File: src/sv/xlsa_pkg.sv
`timescale 1ns / 1ps
// Shared types and constants for the stripe accumulate block.
// No dependencies; used by every module of the block except xlsa_ram.
package xlsa_pkg;

   localparam int LANES             = 8;
   localparam int SECRET_WORDS      = 24;
   localparam int STRIPES_PER_BLOCK = 16;
   localparam int WORD_W            = 64;
   localparam int HALF_W            = 32;
   localparam int ADDR_W            = $clog2(SECRET_WORDS);
   localparam int CNT_W             = 4;
   localparam int KIND_W            = 3;
   localparam int SCRAMBLE_SHIFT    = 47;
   localparam int SCRAMBLE_KEY_BASE = 16;

   localparam logic [HALF_W-1:0] SCRAMBLE_PRIME = 32'd2654435761;

   localparam logic [KIND_W-1:0] KIND_SECRET = 3'd0;
   localparam logic [KIND_W-1:0] KIND_LOAD   = 3'd1;
   localparam logic [KIND_W-1:0] KIND_STRIPE = 3'd2;
   localparam logic [KIND_W-1:0] KIND_TAIL   = 3'd3;
   localparam logic [KIND_W-1:0] KIND_EMIT   = 3'd4;

   localparam logic [3:0] OP_NONE = 4'd0;
   localparam logic [3:0] OP_LOAD = 4'd1;
   localparam logic [3:0] OP_TAKE = 4'd2;
   localparam logic [3:0] OP_MUL  = 4'd3;
   localparam logic [3:0] OP_ACC  = 4'd4;
   localparam logic [3:0] OP_MIX  = 4'd5;
   localparam logic [3:0] OP_SLO  = 4'd6;
   localparam logic [3:0] OP_SHI  = 4'd7;
   localparam logic [3:0] OP_SEND = 4'd8;

   typedef logic [WORD_W-1:0] word_type;
   typedef logic [LANES-1:0][WORD_W-1:0] lane_words_type;

   typedef struct packed {
      logic [3:0]        op;
      logic              sec_we;
      logic [ADDR_W-1:0] sec_waddr;
      logic              rd_en;
   } lane_ctl_type;

endpackage

File: src/sv/xlsa_merge.sv
`timescale 1ns / 1ps
// Output stage: gathers the eight lane accumulators into one result item.
// Depends on xlsa_pkg.
module xlsa_merge (
   input  logic                     clock,
   input  logic                     reset,
   input  logic                     load,
   input  xlsa_pkg::lane_words_type lane_sum,
   output logic                     free,
   output logic                     rsp_valid,
   input  logic                     rsp_ready,
   output xlsa_pkg::lane_words_type rsp_sum
);

   logic                     valid_ff, valid_in;
   xlsa_pkg::lane_words_type sum_ff, sum_in;

   assign free = !valid_ff || rsp_ready;

   always_comb begin
      valid_in = valid_ff;
      sum_in   = sum_ff;
      if (load) begin
         valid_in = 1'b1;
         sum_in   = lane_sum;
      end else if (rsp_ready) begin
         valid_in = 1'b0;
      end
   end

   always_ff @(posedge clock) begin
      if (reset) begin
         valid_ff <= 1'b0;
      end else begin
         valid_ff <= valid_in;
      end
      sum_ff <= sum_in;
   end

   assign rsp_valid = valid_ff;
   assign rsp_sum   = sum_ff;

endmodule

File: config.mk
export PLATFORM = sky130hd
export DESIGN_NAME = xlsa_merge
export DESIGN_NICKNAME = d
export VERILOG_FILES = /design/src/sv/xlsa_pkg.sv /design/src/sv/xlsa_merge.sv
export SDC_FILE = /design/constraint.sdc
export NUM_CORES = 1
export LEC_CHECK = 0
export ABC_AREA = 1
export BUFFER_PORTS_ARGS = -buffer_cell sky130_fd_sc_hd__buf_2
export CORE_AREA = 2 2 403 405
export CTS_BUF_LIST = sky130_fd_sc_hd__clkbuf_8
export DETAILED_ROUTE_END_ITERATION = 8
export DIE_AREA = 0 0 405 407
export HOLD_SLACK_MARGIN = 0.03
export SLEW_MARGIN = 20
export SYNTH_ARGS = -nofsm -noshare
export SYNTH_HDL_FRONTEND = slang
export SYNTH_SLANG_ARGS = --single-unit
File: constraint.sdc
create_clock -name clock -period 0.8 [get_ports clock]
set_input_delay 0.12 -clock clock [delete_from_list [all_inputs] [get_ports clock]]
set_output_delay 0.12 -clock clock [all_outputs]
set_load 0.1 [all_outputs]
==> impl_metrics.py <==
metrics = {
    "outcome": {
        "status": "finished with violations",
        "violations": "hold timing, setup timing",
    },
    "route": {
        "via_count": 14800,
        "drt.antenna.violating_nets": 0,
        "wirelength_um": 140000,
        "drt_iter0_drc": 1368,
        "via_per_inst": 3.13,
        "drc": 0,
        "routedWlPerCell_um": 29.5,
        "drtPass1Iterations": 5,
    },
    "cells_and_area": {
        "syn_to_final_growth_pct": 167,
        "fin_cells": 4734,
        "nNetsFinal": 2944,
        "seqCellArea_um2": 15400,
        "drive_gt1_share_pct": 48.3,
        "multi_input_area_um2": 28.8,
        "fillers": 16200,
    },
    "grt": {
        "antenna_found_initial": 167,
        "grt_pass1_vias": 15000,
        "grt_max_degree": 34,
        "track_usage_pct": 16.3,
        "grt-ovfl-total": 0,
        "grt_pass1_wl_um": 170000,
    },
    "pwr": {
        "intPower_mw": 58.1,
        "leakagePower_nw": 16.4,
        "p_switching_mw": 35.3,
        "seqPwrFrac_pct": 36.6,
        "sw_frac_of_total_pct": 37.8,
        "power.density_nw_per_um2": 2270,
        "ir_worst_vdd_mv": 1.00,
        "pwr-share-comb_pct": 33.6,
        "pwr-share-clk_pct": 29.8,
    },
    "synthesis": {
        "synthDistinctLibCells": 5,
        "yosysSeqAreaShare_pct": 99.9,
        "ys_ff_latch": 513,
        "synth_top_area_cell": "edfxtp_1",
        "syn_nets": 1033,
        "netlist_area_um2": 15400,
        "yosysWarnings": 0,
        "synth_top_area_share_pct": 99.7,
        "synth.avg_cell_area_um2": 29.8,
        "synth_area_leaders": "edfxtp_1, dfxtp_1, a21oi_2",
        "synthCells": 517,
    },
    "timing": {
        "clock.fmax_mhz": 600,
        "hold_viol": 1,
        "fin_skew_ns": 0,
        "post-route-period-util_pct": 208,
        "rsz0062_at_grt": "yes",
        "hold_slack_ns": -0.230,
        "period_needed_ns": 1.67,
        "worst_pin_slew_ns": 0.756,
        "final_max_slew_viol_count": 0,
        "maxSlewHeadroom_pct": 49.5,
        "final-setup-viol-count": 1219,
        "worst_slack_ns": -0.867,
    },
    "place": {
        "port_buffers": 1029,
        "dp.cells": 3747,
        "hpwl_um": 120000,
        "place_congestion": 0.866,
        "dpl_worst_slack_ns": -0.323,
    },
    "setup_path": {
        "cp_max_fo": 1,
        "setup.worst_path.class": "reg2out",
        "worstSetupEndpointType": "output port",
        "max_stage_delay_ns": 0.52,
        "r2r_setup_slack_ns": 0.01,
        "cp_slowest_cell": "edfxtp_1",
        "cp.buffers_inverters": 1,
        "critPathArrivalTime_ns": 1.55,
        "worstPathRequired_ns": 0.68,
        "startpoint_type": "flop",
        "cp_top_family": "flip-flops",
        "crit_chain": "buf_12",
    },
    "floorplan": {
        "core_area_um2": 160000,
        "die_h_um": 407,
        "row_count": 147,
        "die_area_um2": 165000,
        "io_pins": 1030,
        "start_util_pct": 9.62,
        "fp.dieW_um": 405,
    },
    "cts": {
        "clockRootBuffer": "clkbuf_8",
        "cts_buffers": 91,
        "clockBufferDepth": 3,
        "clock_latency_ns": 0.79,
        "cts_tree": "done",
        "htreeDepth": 3,
        "cts.sinks": 513,
        "clk_pin_slew_worst_paths_ns": 0.07,
    },
    "min_path": {
        "hold_class": "in2reg",
    },
    "run": {
        "maxCapViolCount": 0,
    },
}
[sequential cells by signal (all words and copies together) (netlist names)]
name and flops:
rsp_sum 512, rsp_valid 1
[path summary, 6_finish.rpt]
path | start | to | cells past startpoint
setup reg to reg | rsp_valid | rsp_valid | 3
setup / recovery | rsp_sum[74] | rsp_sum[74] | 1
hold reg to reg | rsp_valid | rsp_valid | 3
hold / removal | rsp_ready | rsp_valid | 5
[cell families (layout without fill, tap and decap cells)]
kind of cell | after synthesis | after routing | share of synthesized area, %
simple gates | 1 | 1 | 0.0406
compound gates | 1 | 1 | 0.0568
flops | 513 | 513 | 99.9
other cells | 0 | 75 | 0
buf+inv | 2 | 1984 | 0.0487
[power groups by stage]
stage | registers, mW | logic, mW | clock network [mW]
CTS | 34.2 | 31.7 | 28.7
detailed placement | 34.7 | 28.2 | 0
global placement | 34.7 | 28.2 | 0
finish | 34.2 | 31.4 | 27.8
floorplan | 48.3 | 0.0305 | 0
global route | 34.3 | 31.8 | 29.8
[cell usage in the layout, fill, tap and decap left out, drive strengths merged]
| master | count |
|---|---|
| dlymetal6s4s | 11 |
| dfxtp | 1 |
| dlygate4sd3 | 736 |
| clkinv | 37 |
| clkbuf | 91 |
| buf | 1071 |
| edfxtp | 512 |
| nand2 | 1 |
| a21oi | 1 |
| inv | 21 |
| clkinvlp | 5 |
| bufinv | 12 |
| diode | 75 |
[cell type report]
| type | count | area share [%] |
|---|---|---|
| diodes | 75 | 0.456 |
| clock buffers | 91 | 3.04 |
| clock inverters | 73 | 1.77 |
| inverters | 2 | 0.0182 |
| multi-input cells | 2 | 0.0699 |
| flip-flops and latches | 513 | 37.4 |
| well taps | 2160 | 6.56 |
| repair buffers | 1818 | 50.7 |
[synth_stat cells]
master and number:
a21oi_2 1, dfxtp_1 1, edfxtp_1 512, inv_1 2, nand2_2 1
[timing repair]
item / CTS / global route
resized for setup: 0 / 12
endpoints found under the hold margin: 1025 / 473
buffers inserted: 1 / 0
pin swaps: 1 / 1
setup endpoints to repair: 514 / 1072
hold buffers: 781 / 1
[per-stage QoR]
step	utilization (%)	cell area [um^2]	power, mW	hold slack (ns)	setup TNS (ns)
floorplan	-	15400	48.4	0.173	-114.89
detailed placement	19.7	31500	62.9	0.298	-129.78
finish	25.7	41200	93.3	-0.230	-624.80
global route	25.7	41100	95.9	-0.312	-664.04
CTS	25.8	41300	94.6	-0.355	-658.56
global placement	19.7	31500	62.9	0.298	-128.39
[layer usage]
| metal | global-route usage, % | share of wire (%) |
|---|---|---|
| met1 | 19.3 | 39 |
| met2 | 25.8 | 46 |
| met3 | 7.12 | 11 |
| met4 | 6.40 | 4.2 |
| met5 | 0 | 0.54 |
(Power assumes the default switching activity.)
