<file path="config.mk">
export PLATFORM = sky130hd
export DESIGN_NAME = xlsa_lane
export DESIGN_NICKNAME = d
export VERILOG_FILES = /design/src/sv/xlsa_pkg.sv /design/src/sv/xlsa_ram.sv /design/src/sv/xlsa_lane.sv
export SDC_FILE = /design/constraint.sdc
export NUM_CORES = 2
export LEC_CHECK = 0
export ABC_CLOCK_PERIOD_IN_PS = 12400
export BUFFER_PORTS_ARGS = -buffer_cell sky130_fd_sc_hd__buf_2
export CAP_MARGIN = 20
export CORE_ASPECT_RATIO = 1.1
export CORE_UTILIZATION = 55
export DETAILED_ROUTE_END_ITERATION = 10
export HOLD_SLACK_MARGIN = 0.08
export PLACE_DENSITY_LB_ADDON = 0.25
export SLEW_MARGIN = 40
export SYNTH_ARGS = -nofsm -noshare
export SYNTH_HDL_FRONTEND = slang
export SYNTH_SLANG_ARGS = --single-unit
</file>
<file path="constraint.sdc">
create_clock -name clock -period 12.4 [get_ports clock]
set_input_delay 0.62 -clock clock [delete_from_list [all_inputs] [get_ports clock]]
set_output_delay 0.62 -clock clock [all_outputs]
set_load 0.005 [all_outputs]
</file>
<file path="src/sv/xlsa_pkg.sv">
`timescale 1ns / 1ps
// Shared types and constants for the stripe accumulate block.
// No dependencies; used by every module of the block except xlsa_ram.
package xlsa_pkg;

   localparam int LANES             = 8;
   localparam int SECRET_WORDS      = 24;
   localparam int STRIPES_PER_BLOCK = 16;
   localparam int WORD_W            = 64;
   localparam int HALF_W            = 32;
   localparam int ADDR_W            = $clog2(SECRET_WORDS);
   localparam int CNT_W             = 4;
   localparam int KIND_W            = 3;
   localparam int SCRAMBLE_SHIFT    = 47;
   localparam int SCRAMBLE_KEY_BASE = 16;

   localparam logic [HALF_W-1:0] SCRAMBLE_PRIME = 32'd2654435761;

   localparam logic [KIND_W-1:0] KIND_SECRET = 3'd0;
   localparam logic [KIND_W-1:0] KIND_LOAD   = 3'd1;
   localparam logic [KIND_W-1:0] KIND_STRIPE = 3'd2;
   localparam logic [KIND_W-1:0] KIND_TAIL   = 3'd3;
   localparam logic [KIND_W-1:0] KIND_EMIT   = 3'd4;

   localparam logic [3:0] OP_NONE = 4'd0;
   localparam logic [3:0] OP_LOAD = 4'd1;
   localparam logic [3:0] OP_TAKE = 4'd2;
   localparam logic [3:0] OP_MUL  = 4'd3;
   localparam logic [3:0] OP_ACC  = 4'd4;
   localparam logic [3:0] OP_MIX  = 4'd5;
   localparam logic [3:0] OP_SLO  = 4'd6;
   localparam logic [3:0] OP_SHI  = 4'd7;
   localparam logic [3:0] OP_SEND = 4'd8;

   typedef logic [WORD_W-1:0] word_type;
   typedef logic [LANES-1:0][WORD_W-1:0] lane_words_type;

   typedef struct packed {
      logic [3:0]        op;
      logic              sec_we;
      logic [ADDR_W-1:0] sec_waddr;
      logic              rd_en;
   } lane_ctl_type;

endpackage

</file>
<file path="src/sv/xlsa_ram.sv">
`timescale 1ns / 1ps
// Generic single write port RAM with registered read.
// No dependencies.
module xlsa_ram #(
   parameter int WIDTH = 64,
   parameter int DEPTH = 24
) (
   input  logic                     clock,
   input  logic                     wr_en,
   input  logic [$clog2(DEPTH)-1:0] wr_addr,
   input  logic [WIDTH-1:0]         wr_data,
   input  logic                     rd_en,
   input  logic [$clog2(DEPTH)-1:0] rd_addr,
   output logic [WIDTH-1:0]         rd_data
);

   logic [WIDTH-1:0] mem_ff [DEPTH];
   logic [WIDTH-1:0] rd_data_ff;

   always_ff @(posedge clock) begin
      if (wr_en) begin
         mem_ff[wr_addr] <= wr_data;
      end
      if (rd_en) begin
         rd_data_ff <= mem_ff[rd_addr];
      end
   end

   assign rd_data = rd_data_ff;

endmodule

</file>
<file path="src/sv/xlsa_lane.sv">
`timescale 1ns / 1ps
// One accumulator lane: private secret copy, one 32x32 multiplier, accumulator.
// Depends on xlsa_pkg and xlsa_ram.
module xlsa_lane (
   input  logic                          clock,
   input  logic                          reset,
   input  xlsa_pkg::lane_ctl_type        ctl,
   input  xlsa_pkg::word_type            din,
   input  xlsa_pkg::word_type            sec_wdata,
   input  logic [xlsa_pkg::ADDR_W-1:0]   rd_addr,
   output xlsa_pkg::word_type            acc
);

   xlsa_pkg::word_type          rdata;
   xlsa_pkg::word_type          acc_ff, acc_in;
   xlsa_pkg::word_type          work_ff, work_in;
   logic [2*xlsa_pkg::HALF_W-1:0] prod_ff, prod_in;
   logic [xlsa_pkg::HALF_W-1:0] mul_a, mul_b;
   logic [2*xlsa_pkg::HALF_W-1:0] mul_p;
   xlsa_pkg::word_type          mixed;

   xlsa_ram #(.WIDTH(xlsa_pkg::WORD_W), .DEPTH(xlsa_pkg::SECRET_WORDS)) u_secret (
      .clock   (clock),
      .wr_en   (ctl.sec_we),
      .wr_addr (ctl.sec_waddr),
      .wr_data (sec_wdata),
      .rd_en   (ctl.rd_en),
      .rd_addr (rd_addr),
      .rd_data (rdata)
   );

   assign mixed = acc_ff ^ (acc_ff >> xlsa_pkg::SCRAMBLE_SHIFT) ^ rdata;
   assign mul_p = 64'(mul_a) * 64'(mul_b);

   always_comb begin
      acc_in  = acc_ff;
      work_in = work_ff;
      prod_in = prod_ff;
      mul_a   = work_ff[xlsa_pkg::HALF_W-1:0];
      mul_b   = xlsa_pkg::SCRAMBLE_PRIME;
      unique case (ctl.op)
         xlsa_pkg::OP_LOAD: begin
            acc_in = din;
         end
         xlsa_pkg::OP_TAKE: begin
            work_in = din;
         end
         xlsa_pkg::OP_MUL: begin
            mul_a   = work_ff[xlsa_pkg::HALF_W-1:0] + rdata[xlsa_pkg::HALF_W-1:0];
            mul_b   = work_ff[xlsa_pkg::WORD_W-1:xlsa_pkg::HALF_W]
                    + rdata[xlsa_pkg::WORD_W-1:xlsa_pkg::HALF_W];
            prod_in = mul_p;
         end
         xlsa_pkg::OP_ACC: begin
            acc_in = acc_ff + prod_ff + work_ff;
         end
         xlsa_pkg::OP_MIX: begin
            work_in = mixed;
         end
         xlsa_pkg::OP_SLO: begin
            prod_in = mul_p;
         end
         xlsa_pkg::OP_SHI: begin
            mul_a   = work_ff[xlsa_pkg::WORD_W-1:xlsa_pkg::HALF_W];
            prod_in = mul_p;
            acc_in  = prod_ff;
         end
         xlsa_pkg::OP_SEND: begin
            acc_in = acc_ff + {prod_ff[xlsa_pkg::HALF_W-1:0], {xlsa_pkg::HALF_W{1'b0}}};
         end
         default: begin
         end
      endcase
   end

   always_ff @(posedge clock) begin
      if (reset) begin
         acc_ff <= '0;
      end else begin
         acc_ff <= acc_in;
      end
      work_ff <= work_in;
      prod_ff <= prod_in;
   end

   assign acc = acc_ff;

endmodule

</file>
==> metrics.md <==
| Metric | Value |
|---|---|
| CP peak stage delay | `0.71 ns` |
| CP dominant cell by count | `fa_1` |
| Net count after synthesis | `9866` |
| Max Cap Viol | `0` |
| Area growth syn-to-layout | `10.2%` |
| Unique cell type count in the Yosys netlist | `93` |
| Unrepaired setup endpoints after global routing | `no` |
| Detailed-route wire length per cell | `32.2 um` |
| Slowest stage cell on the critical path | `and2_1` |
| Starting utilization of the core area | `55.5%` |
| Wire length of the first global-routing pass | `about 530000 um` |
| Fill cell count | `15.2k` |
| Flop and latch count out of synthesis | `1792` |
| Weighted congestion at the end of routability-driven global placement | `1.06` |
| Routed wire length | `368000 um` |
| Yosys top cell by area | `edfxtp_1` |
| Number of global-route vias before repair | `75.0k` |
| Worst Hold Class | `in2reg` |
| Number of buffer cells added on primary ports | `209` |
| Peak fanout along the critical path | `11` |
| First-iteration detailed-routing DRC count | `7906` |
| Placeable core region | `200000 um^2` |
| Cell with the most instances after synthesis | `edfxtp_1` |
| Die boundary width | `431 um` |
| Worst-margin pin slew | `0.992 ns` |
| Portion of the post-synthesis area used by sequential elements | `47.8%` |
| Synth cell count leaders | `edfxtp_1 (1728), fa_1 (963), inv_1 (962)` |
| Max Freq | `0.0841 GHz` |
| Commonest register cell after synthesis | `edfxtp_1` |
| Required time at the endpoint of the critical path | `12.96 ns` |
| Share of synthesized flip-flops with an asynchronous set or reset | `0%` |
| Number of buffers between clock root and the deepest sink | `3` |
| Final setup violation count | `0` |
| Placed cells | `roughly 11k` |
| Share of cells above drive strength 1 | `14.6%` |
| Setup TNS | `0 ns` |
| Data arrival time of the worst path | `12.45 ns` |
| YS warnings | `0` |
| Remaining antenna violation count after routing | `0` |
| CP Class | `reg2reg` |
| Post-route clock period utilization | `95.9%` |
| GRT Util Overall | `36.6%` |
| Endpoints failing hold | `0` |
| Fin. max-slew vios | `0` |
| Overflow after GRT | `0` |
| Number of clock sinks seen by CTS | `1792` |
| DRC | `0` |
| Nets | `10.1k` |
| Maximum number of pins on one net before global-route repair | `119` |
| Via density | `6.37` |
| Netlist Area Pre-Place | `roughly 110000 um^2` |
| Number of flops mapped to enable cells by yosys | `1728` |
| Cells after synthesis | `8339` |
| Mean cell area of the mapped netlist | `13.3 um^2` |
| Worst hold slack after final layout | `0.133 ns` |
| Biggest area contributors in the synthesized netlist | `edfxtp_1 (47%), fa_1 (17%), mux4_2 (9.1%)` |
| # H-tree levels | `4` |
| Number of buffers inserted during clock tree synthesis | `173` |
| Number of iterations in the first detailed-routing pass | `8` |
| Number of ports placed on the die boundary | `210` |
| Slew HR | `about a third` |
| Number of antenna violations at the first check in global routing | `36` |
| Detailed Place HPWL | `257000 um` |
| Number of placement rows | `172` |
| Fraction of synthesized cell area taken by the top area cell type | `46.6%` |
| Startpoint Class | `register` |
| Final setup skew | `just over 0.07 ns` |
| Area enclosed by the die boundary | `204000 um^2` |
| Outcome | `finished, final reports clean` |
| Y dimension of the die | `around 470 um` |
| Setup bufs post-CTS | `0` |
| Post-route minimum period | `approximately 12 ns` |
| Count of vias placed by the detailed router | `72.8k` |
| Insertion delay of the later-clocked pin in the worst-skew pair | `roughly 0.86 ns` |
| Clk slew on worst S/H paths | `roughly 0.060 ns` |
| Nature of the critical path endpoint | `register` |
| Clock tree from TritonCTS | `built` |
| Non-filler cells in the finished layout | `11.4k` |
| CTS root buf | `clkbuf_16` |
-- path summary, 6_finish.rpt --
kind | slack (ns) | startpoint | cells after the start | end
max | 0.51 | work_ff[0] | 38 | prod_ff[62]
max reg2reg | 0.51 | work_ff[0] | 38 | prod_ff[62]
min reg2reg | 0.58 | acc[17] | 2 | acc[17]
min | 0.13 | din[34] | 3 | acc[34]
-- layer usage --
layer | track usage [%] | part of all wire (%)
met1 | 44.1 | 35
met5 | 0 | 0.072
met4 | 26.8 | 8.9
met3 | 7.95 | 9.3
met2 | 58.3 | 47
-- critical path, delay by kind of cell, from the launching register on --
| kind | cells | cell delay, ns |
|---|---|---|
| buffers and inverters | 6 | 0.60 |
| xor gates and xnor gates | 2 | 0.23 |
| AOI/OAI and AO/OA | 13 | 3.89 |
| adders and majority gates | 11 | 5.08 |
| DFF | 1 | 0.47 |
| and+or+nand+nor | 6 | 1.31 |
-- logic make-up after synthesis --
logic type / count (synthesis) / synth area share, %
buf+inv: 1390 / 4.78
mux: 517 / 9.69
simple gates: 1906 / 7.21
xor+xnor: 281 / 2.21
flops: 1792 / 47.8
fa+ha+maj: 1381 / 22.0
compound gates: 1072 / 6.27
-- flip-flops by register name, indices dropped and copies added, names as in the netlist --
register,cells
prod_ff,64
work_ff,64
u_secret.rd_data,64
u_secret.mem_ff,1536
acc,64
-- placed cells by master (no fill, tap or decap), drive strengths merged, types with 14 or more instances in the layout --
cell / synthesis / routed
a211oi: 23 / 23
a21o: 117 / 117
a21oi: 373 / 373
a221o: 30 / 30
a221oi: 55 / 55
a22oi: 16 / 16
a311oi: 15 / 15
a31oi: 51 / 51
and2: 51 / 51
and3: 34 / 34
buf: 103 / 442
clkbuf: 325 / 221
clkinv: 0 / 75
dfxtp: 64 / 64
dlygate4sd3: 0 / 32
edfxtp: 1728 / 1728
fa: 963 / 963
ha: 418 / 418
inv: 962 / 971
mux2i: 68 / 68
mux4: 448 / 448
nand2: 784 / 784
nand2b: 31 / 31
nand3: 54 / 54
nand4: 46 / 46
nor2: 770 / 770
nor2b: 24 / 24
nor3: 41 / 41
nor4: 14 / 14
o211ai: 15 / 15
o21a: 26 / 26
o21ai: 223 / 223
o21bai: 34 / 34
or3: 15 / 15
xnor2: 179 / 179
xor2: 102 / 102
-- metrics by stage --
step                      setup WS (ns)  cell area [um^2]  util, %
after global placement            0.713            116000     57.9
after detailed placement          0.948            117000     58.2
after global routing              0.237            123000     61.2
after floorplan                    2.70            111000        -
final                             0.509            123000     61.2
after CTS                         0.852            122000     61.1
-- cell type report --
class	instances	area (um^2)	area share, %
diodes	13	32.5	0.0265
clock buffers	221	4570	3.73
clock inverters	102	1040	0.845
inverters	962	3610	2.95
multi-input cells	5157	53300	43.5
flip-flops and latches	1792	53200	43.4
well taps	2697	3370	2.75
repair buffers	474	3510	2.87
-- timing repair --
item	CTS	global route
hold buffers	32	0
hold endpoints to repair	36	0
gates resized for setup	0	0
Power is not shown: default switching activity piles up to over one toggle a cycle in this logic, so the estimate is an artifact.
